[config.mk]
export PLATFORM = sky130hd
export DESIGN_NAME = colour_remap_with_brightness_fallback
export DESIGN_NICKNAME = d
export VERILOG_FILES = /design/src/rtl/crbf_pkg.sv /design/src/rtl/colour_remap_with_brightness_fallback.sv /design/src/rtl/crbf_front.sv /design/src/rtl/crbf_back.sv
export SDC_FILE = /design/constraint.sdc
export NUM_CORES = 2
export LEC_CHECK = 0
export BUFFER_PORTS_ARGS = -buffer_cell sky130_fd_sc_hd__buf_2
export CAP_MARGIN = 30
export CORE_AREA = 5 5 414 416
export DETAILED_ROUTE_END_ITERATION = 10
export DIE_AREA = 0 0 419 421
export PLACE_DENSITY_LB_ADDON = 0.3
export SETUP_SLACK_MARGIN = 0.4
export SLEW_MARGIN = 20
export SYNTH_ARGS = -nofsm -noshare
export SYNTH_HDL_FRONTEND = slang
export SYNTH_SLANG_ARGS = --single-unit
[constraint.sdc]
create_clock -name aclk -period 6.4 [get_ports aclk]
set_clock_uncertainty 0.05 [all_clocks]
set_input_delay 0.96 -clock aclk [delete_from_list [all_inputs] [get_ports aclk]]
set_output_delay 0.96 -clock aclk [all_outputs]
set_load 0.02 [all_outputs]
[src/rtl/crbf_pkg.sv]
package crbf_pkg;

    localparam int COLOUR_W    = 32;
    localparam int KIND_W      = 2;
    localparam int STATUS_W    = 2;
    localparam int CFG_INDEX_W = 2;
    localparam int QUEUE_DEPTH = 2;

    // R+G+B at or above this is a bright colour (average >= one half)
    localparam logic [9:0] BRIGHT_THRESHOLD = 10'd383;

    typedef enum logic [KIND_W-1:0] {
        KIND_INSERT = 2'd0,
        KIND_SINGLE = 2'd1,
        KIND_PAIR   = 2'd2,
        KIND_UNUSED = 2'd3
    } kind_t;

    typedef enum logic [STATUS_W-1:0] {
        STATUS_DONE     = 2'd0,
        STATUS_UPDATED  = 2'd1,
        STATUS_APPENDED = 2'd2,
        STATUS_FULL     = 2'd3
    } status_t;

    typedef enum logic [CFG_INDEX_W-1:0] {
        CFG_LIGHT_COLOUR  = 2'd0,
        CFG_LIGHT_ENABLED = 2'd1,
        CFG_DARK_COLOUR   = 2'd2,
        CFG_DARK_ENABLED  = 2'd3
    } cfg_index_t;

    // Classified word passed from the front end to the back end
    typedef struct packed {
        kind_t               kind;
        logic [COLOUR_W-1:0] first;
        logic [COLOUR_W-1:0] second;
        logic                bright_first;
        logic                bright_second;
    } item_t;

    function automatic logic is_bright(input logic [COLOUR_W-1:0] c);
        logic [9:0] sum;
        sum = 10'(c[31:24]) + 10'(c[23:16]) + 10'(c[15:8]);
        return sum >= BRIGHT_THRESHOLD;
    endfunction

endpackage

[src/rtl/colour_remap_with_brightness_fallback.sv]
// An accepted word passes through the input queue, the lookup state (S_IDLE)
// with the registered read of the replacement memory, the resolve state
// (S_RESOLVE) and the output register; the next word is popped only in S_IDLE.
// The 2-word input queue takes words while a result waits on m_tready, up to full.
// Reset (aresetn low, synchronous) empties the queue and the table and clears
// the configuration registers; table contents are not swept.
module colour_remap_with_brightness_fallback #(
    parameter int TABLE_ENTRIES = 16
) (
    input  logic                            aclk,
    input  logic                            aresetn,
    input  logic                            cfg_wr_en,
    input  logic [crbf_pkg::CFG_INDEX_W-1:0] cfg_index,
    input  logic [crbf_pkg::COLOUR_W-1:0]   cfg_wdata,
    input  logic                            s_tvalid,
    output logic                            s_tready,
    input  logic [2*crbf_pkg::COLOUR_W-1:0] s_tdata,  // first_colour, second_colour
    input  logic [crbf_pkg::KIND_W-1:0]     s_tuser,  // kind
    output logic                            m_tvalid,
    input  logic                            m_tready,
    output logic [2*crbf_pkg::COLOUR_W-1:0] m_tdata,  // first_result, second_result
    output logic [crbf_pkg::STATUS_W:0]     m_tuser   // was_replaced, status
);
    import crbf_pkg::*;

    logic  q_valid;
    logic  q_pop;
    item_t q_item;

    crbf_front u_front (
        .aclk     (aclk),
        .aresetn  (aresetn),
        .s_tvalid (s_tvalid),
        .s_tready (s_tready),
        .s_tdata  (s_tdata),
        .s_tuser  (s_tuser),
        .q_valid  (q_valid),
        .q_item   (q_item),
        .q_pop    (q_pop)
    );

    crbf_back #(
        .TABLE_ENTRIES (TABLE_ENTRIES)
    ) u_back (
        .aclk      (aclk),
        .aresetn   (aresetn),
        .cfg_wr_en (cfg_wr_en),
        .cfg_index (cfg_index),
        .cfg_wdata (cfg_wdata),
        .q_valid   (q_valid),
        .q_item    (q_item),
        .q_pop     (q_pop),
        .m_tvalid  (m_tvalid),
        .m_tready  (m_tready),
        .m_tdata   (m_tdata),
        .m_tuser   (m_tuser)
    );

endmodule

[src/rtl/crbf_front.sv]
module crbf_front (
    input  logic                          aclk,
    input  logic                          aresetn,
    input  logic                          s_tvalid,
    output logic                          s_tready,
    input  logic [2*crbf_pkg::COLOUR_W-1:0] s_tdata,  // first_colour, second_colour
    input  logic [crbf_pkg::KIND_W-1:0]   s_tuser,  // kind
    output logic                          q_valid,
    output crbf_pkg::item_t               q_item,
    input  logic                          q_pop
);
    import crbf_pkg::*;

    item_t      slot_reg [QUEUE_DEPTH];
    logic       wr_ptr_reg;
    logic       rd_ptr_reg;
    logic [1:0] fill_reg;
    logic [1:0] fill_next;
    logic       push;
    item_t      item_in;

    // Classify the incoming word
    always_comb begin
        item_in.kind          = kind_t'(s_tuser);
        item_in.first         = s_tdata[COLOUR_W-1:0];
        item_in.second        = s_tdata[2*COLOUR_W-1:COLOUR_W];
        item_in.bright_first  = is_bright(s_tdata[COLOUR_W-1:0]);
        item_in.bright_second = is_bright(s_tdata[2*COLOUR_W-1:COLOUR_W]);
    end

    assign s_tready = fill_reg != 2'(QUEUE_DEPTH);
    assign push     = s_tvalid && s_tready;
    assign q_valid  = fill_reg != 2'd0;
    assign q_item   = slot_reg[rd_ptr_reg];

    always_comb begin
        fill_next = fill_reg;
        if (push && !q_pop) begin
            fill_next = fill_reg + 2'd1;
        end else if (!push && q_pop) begin
            fill_next = fill_reg - 2'd1;
        end
    end

    // Advance queue pointers
    always_ff @(posedge aclk) begin
        if (!aresetn) begin
            wr_ptr_reg <= 1'b0;
            rd_ptr_reg <= 1'b0;
            fill_reg   <= 2'd0;
        end else begin
            fill_reg <= fill_next;
            if (push) begin
                wr_ptr_reg <= !wr_ptr_reg;
            end
            if (q_pop) begin
                rd_ptr_reg <= !rd_ptr_reg;
            end
        end
    end

    // Hold queued words
    always_ff @(posedge aclk) begin
        if (push) begin
            slot_reg[wr_ptr_reg] <= item_in;
        end
    end

endmodule

[src/rtl/crbf_back.sv]
module crbf_back #(
    parameter int TABLE_ENTRIES = 16
) (
    input  logic                            aclk,
    input  logic                            aresetn,
    input  logic                            cfg_wr_en,
    input  logic [crbf_pkg::CFG_INDEX_W-1:0] cfg_index,
    input  logic [crbf_pkg::COLOUR_W-1:0]   cfg_wdata,
    input  logic                            q_valid,
    input  crbf_pkg::item_t                 q_item,
    output logic                            q_pop,
    output logic                            m_tvalid,
    input  logic                            m_tready,
    output logic [2*crbf_pkg::COLOUR_W-1:0] m_tdata,  // first_result, second_result
    output logic [crbf_pkg::STATUS_W:0]     m_tuser   // was_replaced, status
);
    import crbf_pkg::*;

    localparam int IDX_W = (TABLE_ENTRIES > 1) ? $clog2(TABLE_ENTRIES) : 1;
    localparam int CNT_W = $clog2(TABLE_ENTRIES + 1);

    typedef enum logic {
        S_IDLE,
        S_RESOLVE
    } state_t;

    typedef enum logic [1:0] {
        FB_NONE,
        FB_LIGHT,
        FB_DARK
    } fb_t;

    state_t              state_reg;
    logic [CNT_W-1:0]    count_reg;
    logic                m_tvalid_reg;
    logic [COLOUR_W-1:0] first_res_reg;
    logic [COLOUR_W-1:0] second_res_reg;
    logic                replaced_reg;
    status_t             status_out_reg;

    logic [COLOUR_W-1:0] light_colour_reg;
    logic                light_enabled_reg;
    logic [COLOUR_W-1:0] dark_colour_reg;
    logic                dark_enabled_reg;

    item_t               item_reg;
    logic                hit_a_reg;
    logic                hit_b_reg;
    status_t             status_reg;
    logic [COLOUR_W-1:0] rd_a_reg;
    logic [COLOUR_W-1:0] rd_b_reg;

    logic [COLOUR_W-1:0] match_reg [TABLE_ENTRIES];
    logic [COLOUR_W-1:0] repl_mem  [TABLE_ENTRIES];

    logic                hit_a;
    logic                hit_b;
    logic [IDX_W-1:0]    slot_a;
    logic [IDX_W-1:0]    slot_b;
    logic                full;
    logic                is_insert;
    logic                repl_we;
    logic [IDX_W-1:0]    repl_idx;
    logic                match_we;
    status_t             status_next;

    logic [COLOUR_W-1:0] first_res_next;
    logic [COLOUR_W-1:0] second_res_next;
    logic                replaced_next;
    status_t             status_out_next;
    fb_t                 ink_fb;
    logic                paper_bright;
    logic                out_free;

    // Compare both colours against every valid entry, lowest index wins
    always_comb begin
        hit_a  = 1'b0;
        hit_b  = 1'b0;
        slot_a = '0;
        slot_b = '0;
        for (int i = TABLE_ENTRIES - 1; i >= 0; i--) begin
            if (CNT_W'(i) < count_reg && match_reg[i] == q_item.first) begin
                hit_a  = 1'b1;
                slot_a = IDX_W'(i);
            end
            if (CNT_W'(i) < count_reg && match_reg[i] == q_item.second) begin
                hit_b  = 1'b1;
                slot_b = IDX_W'(i);
            end
        end
    end

    assign q_pop     = (state_reg == S_IDLE) && q_valid;
    assign full      = count_reg == CNT_W'(TABLE_ENTRIES);
    assign is_insert = q_pop && (q_item.kind == KIND_INSERT);

    // Decide the table update for an insert word
    always_comb begin
        repl_we     = 1'b0;
        match_we    = 1'b0;
        repl_idx    = slot_a;
        status_next = STATUS_DONE;
        if (is_insert) begin
            if (hit_a) begin
                repl_we     = 1'b1;
                status_next = STATUS_UPDATED;
            end else if (!full) begin
                repl_we     = 1'b1;
                match_we    = 1'b1;
                repl_idx    = count_reg[IDX_W-1:0];
                status_next = STATUS_APPENDED;
            end else begin
                status_next = STATUS_FULL;
            end
        end
    end

    // Replacement memory: one write port, two registered read ports
    always_ff @(posedge aclk) begin
        if (repl_we) begin
            repl_mem[repl_idx] <= q_item.second;
        end
        if (q_pop) begin
            rd_a_reg <= repl_mem[slot_a];
            rd_b_reg <= repl_mem[slot_b];
        end
    end

    // Append match colours
    always_ff @(posedge aclk) begin
        if (match_we) begin
            match_reg[count_reg[IDX_W-1:0]] <= q_item.first;
        end
    end

    // Resolve ink, then paper, from table hits and fallbacks
    always_comb begin
        first_res_next  = item_reg.first;
        second_res_next = item_reg.second;
        replaced_next   = 1'b0;
        status_out_next = STATUS_DONE;
        ink_fb          = FB_NONE;
        paper_bright    = item_reg.bright_second;

        if (item_reg.kind == KIND_SINGLE || item_reg.kind == KIND_PAIR) begin
            if (hit_a_reg) begin
                first_res_next = rd_a_reg;
                replaced_next  = 1'b1;
            end else if (item_reg.bright_first && light_enabled_reg) begin
                first_res_next = light_colour_reg;
                replaced_next  = 1'b1;
                ink_fb         = FB_LIGHT;
            end else if (!item_reg.bright_first && dark_enabled_reg) begin
                first_res_next = dark_colour_reg;
                replaced_next  = 1'b1;
                ink_fb         = FB_DARK;
            end
        end

        case (ink_fb)
            FB_LIGHT: paper_bright = 1'b0;
            FB_DARK:  paper_bright = 1'b1;
            default:  paper_bright = item_reg.bright_second;
        endcase

        if (item_reg.kind == KIND_PAIR) begin
            if (hit_b_reg) begin
                second_res_next = rd_b_reg;
                replaced_next   = 1'b1;
            end else if (paper_bright && light_enabled_reg) begin
                second_res_next = light_colour_reg;
                replaced_next   = 1'b1;
            end else if (!paper_bright && dark_enabled_reg) begin
                second_res_next = dark_colour_reg;
                replaced_next   = 1'b1;
            end
        end

        if (item_reg.kind == KIND_INSERT) begin
            status_out_next = status_reg;
        end
    end

    assign out_free = !m_tvalid_reg || m_tready;

    // Sequencer, configuration and output register
    always_ff @(posedge aclk) begin
        if (!aresetn) begin
            state_reg         <= S_IDLE;
            count_reg         <= '0;
            m_tvalid_reg      <= 1'b0;
            light_colour_reg  <= '0;
            light_enabled_reg <= 1'b0;
            dark_colour_reg   <= '0;
            dark_enabled_reg  <= 1'b0;
        end else begin
            if (cfg_wr_en) begin
                case (cfg_index_t'(cfg_index))
                    CFG_LIGHT_COLOUR:  light_colour_reg  <= cfg_wdata;
                    CFG_LIGHT_ENABLED: light_enabled_reg <= cfg_wdata[0];
                    CFG_DARK_COLOUR:   dark_colour_reg   <= cfg_wdata;
                    CFG_DARK_ENABLED:  dark_enabled_reg  <= cfg_wdata[0];
                    default: ;
                endcase
            end

            // Drop the taken result word unless a new one is loaded
            if (m_tvalid_reg && m_tready && state_reg != S_RESOLVE) begin
                m_tvalid_reg <= 1'b0;
            end

            case (state_reg)
                S_IDLE: begin
                    if (q_valid) begin
                        item_reg   <= q_item;
                        hit_a_reg  <= hit_a;
                        hit_b_reg  <= hit_b;
                        status_reg <= status_next;
                        if (match_we) begin
                            count_reg <= count_reg + CNT_W'(1);
                        end
                        state_reg <= S_RESOLVE;
                    end
                end
                S_RESOLVE: begin
                    if (out_free) begin
                        first_res_reg  <= first_res_next;
                        second_res_reg <= second_res_next;
                        replaced_reg   <= replaced_next;
                        status_out_reg <= status_out_next;
                        m_tvalid_reg   <= 1'b1;
                        state_reg      <= S_IDLE;
                    end
                end
                default: state_reg <= S_IDLE;
            endcase
        end
    end

    assign m_tvalid = m_tvalid_reg;
    assign m_tdata  = {second_res_reg, first_res_reg};
    assign m_tuser  = {status_out_reg, replaced_reg};

endmodule

After elaboration in Yosys (flattened, before gate mapping) --
Memories as Yosys holds them, arrays and structs flattened. A register that Yosys moved wholly into a read port is not among the register bits. Cells that the tools add are included.
Word-level totals: register bits 216, bits in writable memories 1160, bits of input ports 105, output and inout port bits 69, word-level logic and storage cells 256, memories kept 3
Operators by class: add/sub/neg operators 7, $lt $le $gt $ge 18, equal/unequal tests 41, mux-type cells 96, bitwise gates (word level) 2, reductions and logical operators 66
Memory list:
- u_back.match_reg | depth 16, width 32, read ports 16, clocked after Yosys merged registers in 0, write ports 1, RTL line crbf_back.sv:53 | logic [COLOUR_W-1:0] match_reg [TABLE_ENTRIES];
- u_back.repl_mem | depth 16, width 32, read ports 2, clocked after Yosys merged registers in 2, write ports 1, RTL line crbf_back.sv:54 | logic [COLOUR_W-1:0] repl_mem [TABLE_ENTRIES];
- u_front.slot_reg | depth 2, width 68, read ports 1, clocked after Yosys merged registers in 1, write ports 1, RTL line crbf_front.sv:14 | item_t slot_reg [QUEUE_DEPTH];
Operators by type and width (number):
- equality test 32 bit | 32
- two-way mux 32 bit | 8
- two-way mux 4 bit | 35
- two-way mux 1 bit | 45
- logical AND 1 bit | 43
- < comparator 4 x 5 -> 1 bit (first input constant) | 8
- adder 10 x 8 -> 10 bit | 2
- >= comparator 10 x 9 -> 1 bit (second input constant) | 2
- < comparator 3 x 5 -> 1 bit (first input constant) | 4
- adder 8 x 8 -> 9 bit | 2
- OR reduction 15 bit | 1
- two-way mux 2 bit | 6
- < comparator 1 x 5 -> 1 bit (first input constant) | 2
- < comparator 2 x 5 -> 1 bit (first input constant) | 2
- AND reduction 3 bit | 3
- equality test 2 bit (second input constant) | 4
- AND reduction 2 bit | 4
- zero test 1 bit | 7
- equality test 2 x 1 -> 1 bit (second input constant) | 3
- zero test 2 bit | 3
- adder 5 x 1 -> 5 bit (second input constant) | 1
- equality test 5 bit (second input constant) | 1
- case mux 1 bit (2 select lines) | 2
- nonzero test 2 bit | 2
- 6 further kinds | 8

Longest topological paths before layout --
An unclocked memory read counts as a cell.
depth after elaboration 23, gate-level depth with buffers 21, mapped depth without buffers 15

By module --
From an unflattened synthesis, not the netlist that was laid out.
Second synthesis, totals: cells, all modules 5367, area total of the unflattened synthesis 70656.5 um2
By module, submodules not included:
- crbf_back | times used 1, cells an instance 5021, area an instance 64545.7 um2, seq. area each 38306.7 um2
- crbf_front | times used 1, cells an instance 346, area an instance 6110.9 um2, seq. area each 4184.0 um2

Worst setup path after synthesis --
Ideal clock, no wire load.
kind register to register, start point register (tool-made name), end point memory u_back.match_reg[3][0], enable pin, setup time 0.461 ns, arrival time 5.550 ns, data required time 5.889 ns, setup slack 0.339 ns, stages on the path, launching flop included 18, buffers on the path 5, clock period less this slack 6.061 ns, path through dfxtp_1 buf_6 buf_6 mux2i_4 buf_2 xnor2_1 nor4_1 nand4_1 nor3_1 nor4_1 nand2b_1 or3_1 clkbuf_1 nor2b_1 and2_1 buf_2 nand2_1 nor3_1
RTL lines (RTL line):
- end, declared | crbf_back.sv:53

==> impl_metrics.prom <==
# TYPE chip_impl_metric gauge
chip_impl_metric{name="synth_area",unit="um2"} 69830
chip_impl_metric{name="grt_max_degree",unit=""} 80
chip_impl_metric{name="internal-power",unit="mW"} 19.73
chip_impl_metric{name="hold_violations",unit=""} 0
chip_impl_metric{name="pwr-share-seq",unit="%"} 40.2
chip_impl_info{name="holdCritPathClass",value="input pin to flip-flop"} 1
chip_impl_metric{name="synthesis.instances",unit=""} 5137
chip_impl_info{name="synth_area_leader_cell",value="sky130_fd_sc_hd__edfxtp_1"} 1
chip_impl_metric{name="fin_crit_period",unit="ns"} 5.879
chip_impl_info{name="cts_tree",value="yes"} 1
chip_impl_metric{name="clock_insertion_delay_worst_skew",unit="ns"} 0.81
chip_impl_metric{name="p_switching",unit="mW"} 10.58
chip_impl_metric{name="antenna_found_initial",unit=""} 25
chip_impl_metric{name="timing.max_slew.rel_slack",unit="%"} 31.89
chip_impl_metric{name="static-leakage-power",unit="nW"} 28.19
chip_impl_metric{name="floorplan.io_pins",unit=""} 174
chip_impl_metric{name="synth.net_count",unit=""} 5286
chip_impl_info{name="setup.worst_path.start_class",value="flip-flop"} 1
chip_impl_metric{name="worst_setup_hold_path_clk_slew",unit="ns"} 0.06
chip_impl_metric{name="count_of_unique_library_cells_instantiated_by_yosys",unit=""} 79
chip_impl_info{name="post_synth_main_area_contributors",value="sky130_fd_sc_hd__edfxtp_1 59%, sky130_fd_sc_hd__xnor2_1 12%, sky130_fd_sc_hd__mux2i_1 6.3%"} 1
chip_impl_metric{name="post_route_cell_area",unit="um2"} 81450
chip_impl_metric{name="power.density",unit="nW/um2"} 372.0
chip_impl_metric{name="route.antenna.remaining_nets",unit=""} 0
chip_impl_metric{name="routabilityCongestion",unit=""} 1.004
chip_impl_metric{name="synth_enable_flop_cells",unit=""} 1363
chip_impl_metric{name="worstMarginPinSlew",unit="ns"} 1.022
chip_impl_metric{name="drt_iter0_drc",unit=""} 7046
chip_impl_metric{name="cts_num_sinks",unit=""} 1441
chip_impl_metric{name="switching_share",unit="%"} 34.90
chip_impl_metric{name="fp-row-count",unit=""} 150
chip_impl_info{name="mostFrequentLayoutCell",value="sky130_fd_sc_hd__edfxtp_1"} 1
chip_impl_metric{name="report.final.slew_viol_count",unit=""} 0
chip_impl_metric{name="fillerInstances",unit=""} 14310
chip_impl_metric{name="timing.setup.tns",unit="ns"} 0
chip_impl_metric{name="vdd.ir_drop.worst",unit="V"} 0.0003041
chip_impl_info{name="final_cell_mix",value="1,363 x sky130_fd_sc_hd__edfxtp_1, 989 x sky130_fd_sc_hd__xnor2_1, 438 x sky130_fd_sc_hd__mux2i_1"} 1
chip_impl_metric{name="grt_first_pass_wirelength",unit="mm"} 367.9
chip_impl_info{name="run_status",value="finished, final reports clean"} 1
chip_impl_metric{name="floorplan.die_area",unit="um2"} 176400
chip_impl_metric{name="min_period_over_period",unit="%"} 91.87
chip_impl_metric{name="arrival",unit="ns"} 6.45
chip_impl_metric{name="drt-wirelength-per-cell",unit="um"} 34.20
chip_impl_metric{name="initial_utilization",unit="%"} 41.86
chip_impl_metric{name="power_share_of_the_combinational_group",unit="%"} 30.2
chip_impl_metric{name="drt-vias-per-instance",unit=""} 6.236
chip_impl_metric{name="clk_path_buf_depth",unit=""} 3
chip_impl_metric{name="ys_ff_latch",unit=""} 1441
chip_impl_metric{name="numCtsBuffers",unit=""} 152
chip_impl_metric{name="fmax",unit="MHz"} 170.1
chip_impl_metric{name="synth.yosys.warnings",unit=""} 0
chip_impl_metric{name="num-nets-final",unit=""} 5688
chip_impl_info{name="endpoint_kind",value="flip-flop"} 1
chip_impl_metric{name="track_usage",unit="%"} 29.69
chip_impl_metric{name="final-seq-area",unit="um2"} 42490
chip_impl_metric{name="area.growth.synth_to_final",unit="%"} 16.64
chip_impl_metric{name="postSynth.asyncResetShare",unit="%"} 0
chip_impl_metric{name="core_box_area",unit="um2"} 166800
chip_impl_metric{name="share_clk_of_total_power",unit="%"} 29.6
chip_impl_metric{name="synthDominantCellAreaShare",unit="%"} 58.61
chip_impl_metric{name="die_h",unit="um"} 421
chip_impl_metric{name="multiInputGateArea",unit="um2"} 26050
chip_impl_metric{name="route.final.wire_length",unit="mm"} 269.5
chip_impl_metric{name="average_size_of_a_mapped_cell",unit="um2"} 13.59
chip_impl_metric{name="htree_levels",unit=""} 4
chip_impl_info{name="synthFlopType",value="sky130_fd_sc_hd__edfxtp_1"} 1
chip_impl_info{name="crit_type",value="flip-flop to flip-flop"} 1
chip_impl_info{name="rsz_0062_raised_after_global_routing",value="no"} 1
chip_impl_metric{name="maxCapViolations",unit=""} 0
chip_impl_metric{name="via_count",unit=""} 49150
chip_impl_metric{name="layout-drive-gt1-share",unit="%"} 16.80
chip_impl_metric{name="layout.core_utilization",unit="%"} 48.82
chip_impl_metric{name="gr-total-overflow",unit=""} 0
chip_impl_metric{name="critPathRequiredTime",unit="ns"} 6.97
chip_impl_metric{name="port_buffers",unit=""} 173
chip_impl_metric{name="detail_route.drc_violations",unit=""} 0
chip_impl_metric{name="cts_post_setup_buffers_inserted",unit=""} 0
chip_impl_metric{name="dieWidth",unit="um"} 419
chip_impl_metric{name="drt-pass1-iter-count",unit=""} 6
chip_impl_metric{name="worstPathMaxFanout",unit=""} 16
chip_impl_metric{name="timing.final.setup_violations",unit=""} 0
chip_impl_metric{name="placed_area",unit="um2"} 76410
chip_impl_metric{name="grt_pass1_vias",unit=""} 47040
chip_impl_metric{name="yosysSeqAreaShare",unit="%"} 60.84
chip_impl_metric{name="place.detailed.hpwl",unit="mm"} 176.7
chip_impl_info{name="clock_tree.root_cell",value="sky130_fd_sc_hd__clkbuf_16"} 1
[power groups by stage]
stage	registers [mW]	logic, mW	clock network [mW]
6_report	12.2	9.14	8.98
5_1_grt	12.2	9.16	9.43
4_1_cts	12.2	8.77	9.02
3_5_place_dp	12.4	8.74	0
3_3_place_gp	12.4	8.69	0
2_1_floorplan	12.2	4.54	0
[stage by stage]
step,std cells,power (mW),setup WS (ns),hold WS (ns)
after global placement,7581,21.07,0.7025,0.4058
after detailed placement,7588,21.12,0.7108,0.4118
after floorplan,5137,16.78,0.9790,0.3970
after CTS,7868,29.98,0.6787,0.2632
after global routing,7871,30.80,0.4218,0.2782
final,7882,30.30,0.5206,0.2928
[Yosys cell counts, types with 13 or more instances]
| library cell | number |
|---|---|
| sky130_fd_sc_hd__xor2_1 | 62 |
| sky130_fd_sc_hd__edfxtp_1 | 1363 |
| sky130_fd_sc_hd__o21bai_1 | 13 |
| sky130_fd_sc_hd__mux2_2 | 69 |
| sky130_fd_sc_hd__clkbuf_1 | 95 |
| sky130_fd_sc_hd__o21ai_1 | 21 |
| sky130_fd_sc_hd__buf_2 | 102 |
| sky130_fd_sc_hd__nor2_1 | 282 |
| sky130_fd_sc_hd__or3_1 | 26 |
| sky130_fd_sc_hd__mux2_1 | 30 |
| sky130_fd_sc_hd__nand2b_1 | 17 |
| sky130_fd_sc_hd__o221ai_1 | 13 |
| sky130_fd_sc_hd__dfxtp_1 | 78 |
| sky130_fd_sc_hd__mux2i_4 | 58 |
| sky130_fd_sc_hd__nor4_1 | 226 |
| sky130_fd_sc_hd__nand4_1 | 43 |
| sky130_fd_sc_hd__o22ai_1 | 179 |
| sky130_fd_sc_hd__o21ai_0 | 18 |
| sky130_fd_sc_hd__mux2i_1 | 438 |
| sky130_fd_sc_hd__buf_6 | 14 |
| sky130_fd_sc_hd__a22oi_1 | 24 |
| sky130_fd_sc_hd__a211oi_1 | 22 |
| sky130_fd_sc_hd__inv_1 | 95 |
| sky130_fd_sc_hd__ha_1 | 40 |
| sky130_fd_sc_hd__a21oi_1 | 226 |
| sky130_fd_sc_hd__nor3_1 | 87 |
| sky130_fd_sc_hd__nand2_1 | 211 |
| sky130_fd_sc_hd__o211ai_1 | 23 |
| sky130_fd_sc_hd__nor3b_1 | 17 |
| sky130_fd_sc_hd__nand3_1 | 75 |
| sky130_fd_sc_hd__xnor2_1 | 989 |
| sky130_fd_sc_hd__buf_4 | 31 |
[worst paths after layout]
path                                   start                         end  slack (ns)  cells past startpoint
setup / recovery                   flip-flop         u_back.rd_b_reg[29]        0.52                     18
hold / removal                    s_tdata[7]     u_front.slot_reg[1][41]        0.29                      1
setup reg to reg                   flip-flop         u_back.rd_b_reg[29]        0.52                     18
hold reg to reg   u_back.light_colour_reg[7]  u_back.light_colour_reg[7]        0.42                      2
[what timing repair did]
item,4_1_cts,5_1_grt
gates resized for setup,0,1
setup endpoints to repair,0,74
hold buffers,0,0
[cell families (layout without fill, tap and decap cells)]
| family | Yosys count | in the layout | synth area share, % |
|---|---|---|---|
| xor+xnor | 1051 | 1051 | 13.18 |
| buf+inv | 352 | 880 | 2.408 |
| simple gates | 1052 | 1052 | 7.561 |
| compound gates | 594 | 594 | 5.282 |
| other cells | 0 | 13 | 0 |
| flops | 1441 | 1441 | 60.84 |
| mux | 601 | 601 | 9.863 |
| fa+ha+maj | 46 | 46 | 0.8600 |
[layout make-up]
cell class | count | share of cell area (%)
clock buffers | 190 | 4.971
clock inverters | 90 | 1.138
flip-flops and latches | 1441 | 52.17
diodes | 13 | 0.03994
multi-input cells | 3344 | 31.98
repair buffers | 503 | 5.866
well taps | 2204 | 3.386
inverters | 97 | 0.4485
[worst max-delay path, stage by stage, from the launching register on]
cell                       delay, ns
sky130_fd_sc_hd__dfxtp_4        0.43
sky130_fd_sc_hd__buf_12         0.25
sky130_fd_sc_hd__mux2i_4        0.65
sky130_fd_sc_hd__buf_4          0.50
sky130_fd_sc_hd__xnor2_1        0.12
sky130_fd_sc_hd__nor4_1         0.37
sky130_fd_sc_hd__nand4_1        0.23
sky130_fd_sc_hd__or3_1          0.53
sky130_fd_sc_hd__o41ai_1        0.12
sky130_fd_sc_hd__a21oi_1        0.18
sky130_fd_sc_hd__o21ai_1        0.14
sky130_fd_sc_hd__nor4b_2        0.41
sky130_fd_sc_hd__buf_4          0.22
sky130_fd_sc_hd__o31ai_2        0.10
sky130_fd_sc_hd__nand3b_1       0.56
sky130_fd_sc_hd__buf_4          0.40
sky130_fd_sc_hd__o22ai_1        0.15
sky130_fd_sc_hd__nor3_1         0.07
sky130_fd_sc_hd__o21ai_1        0.16
[per-layer routing]
layer	vias up	GRT usage, %	share of wire [%]
met1	24560	38.92	37
met5	-	0	0.035
li1	19920	-	-
met2	3733	44.41	43
met3	918	7.560	12
met4	16	17.90	7.3
Note: power is estimated with default switching activity, not from simulation.
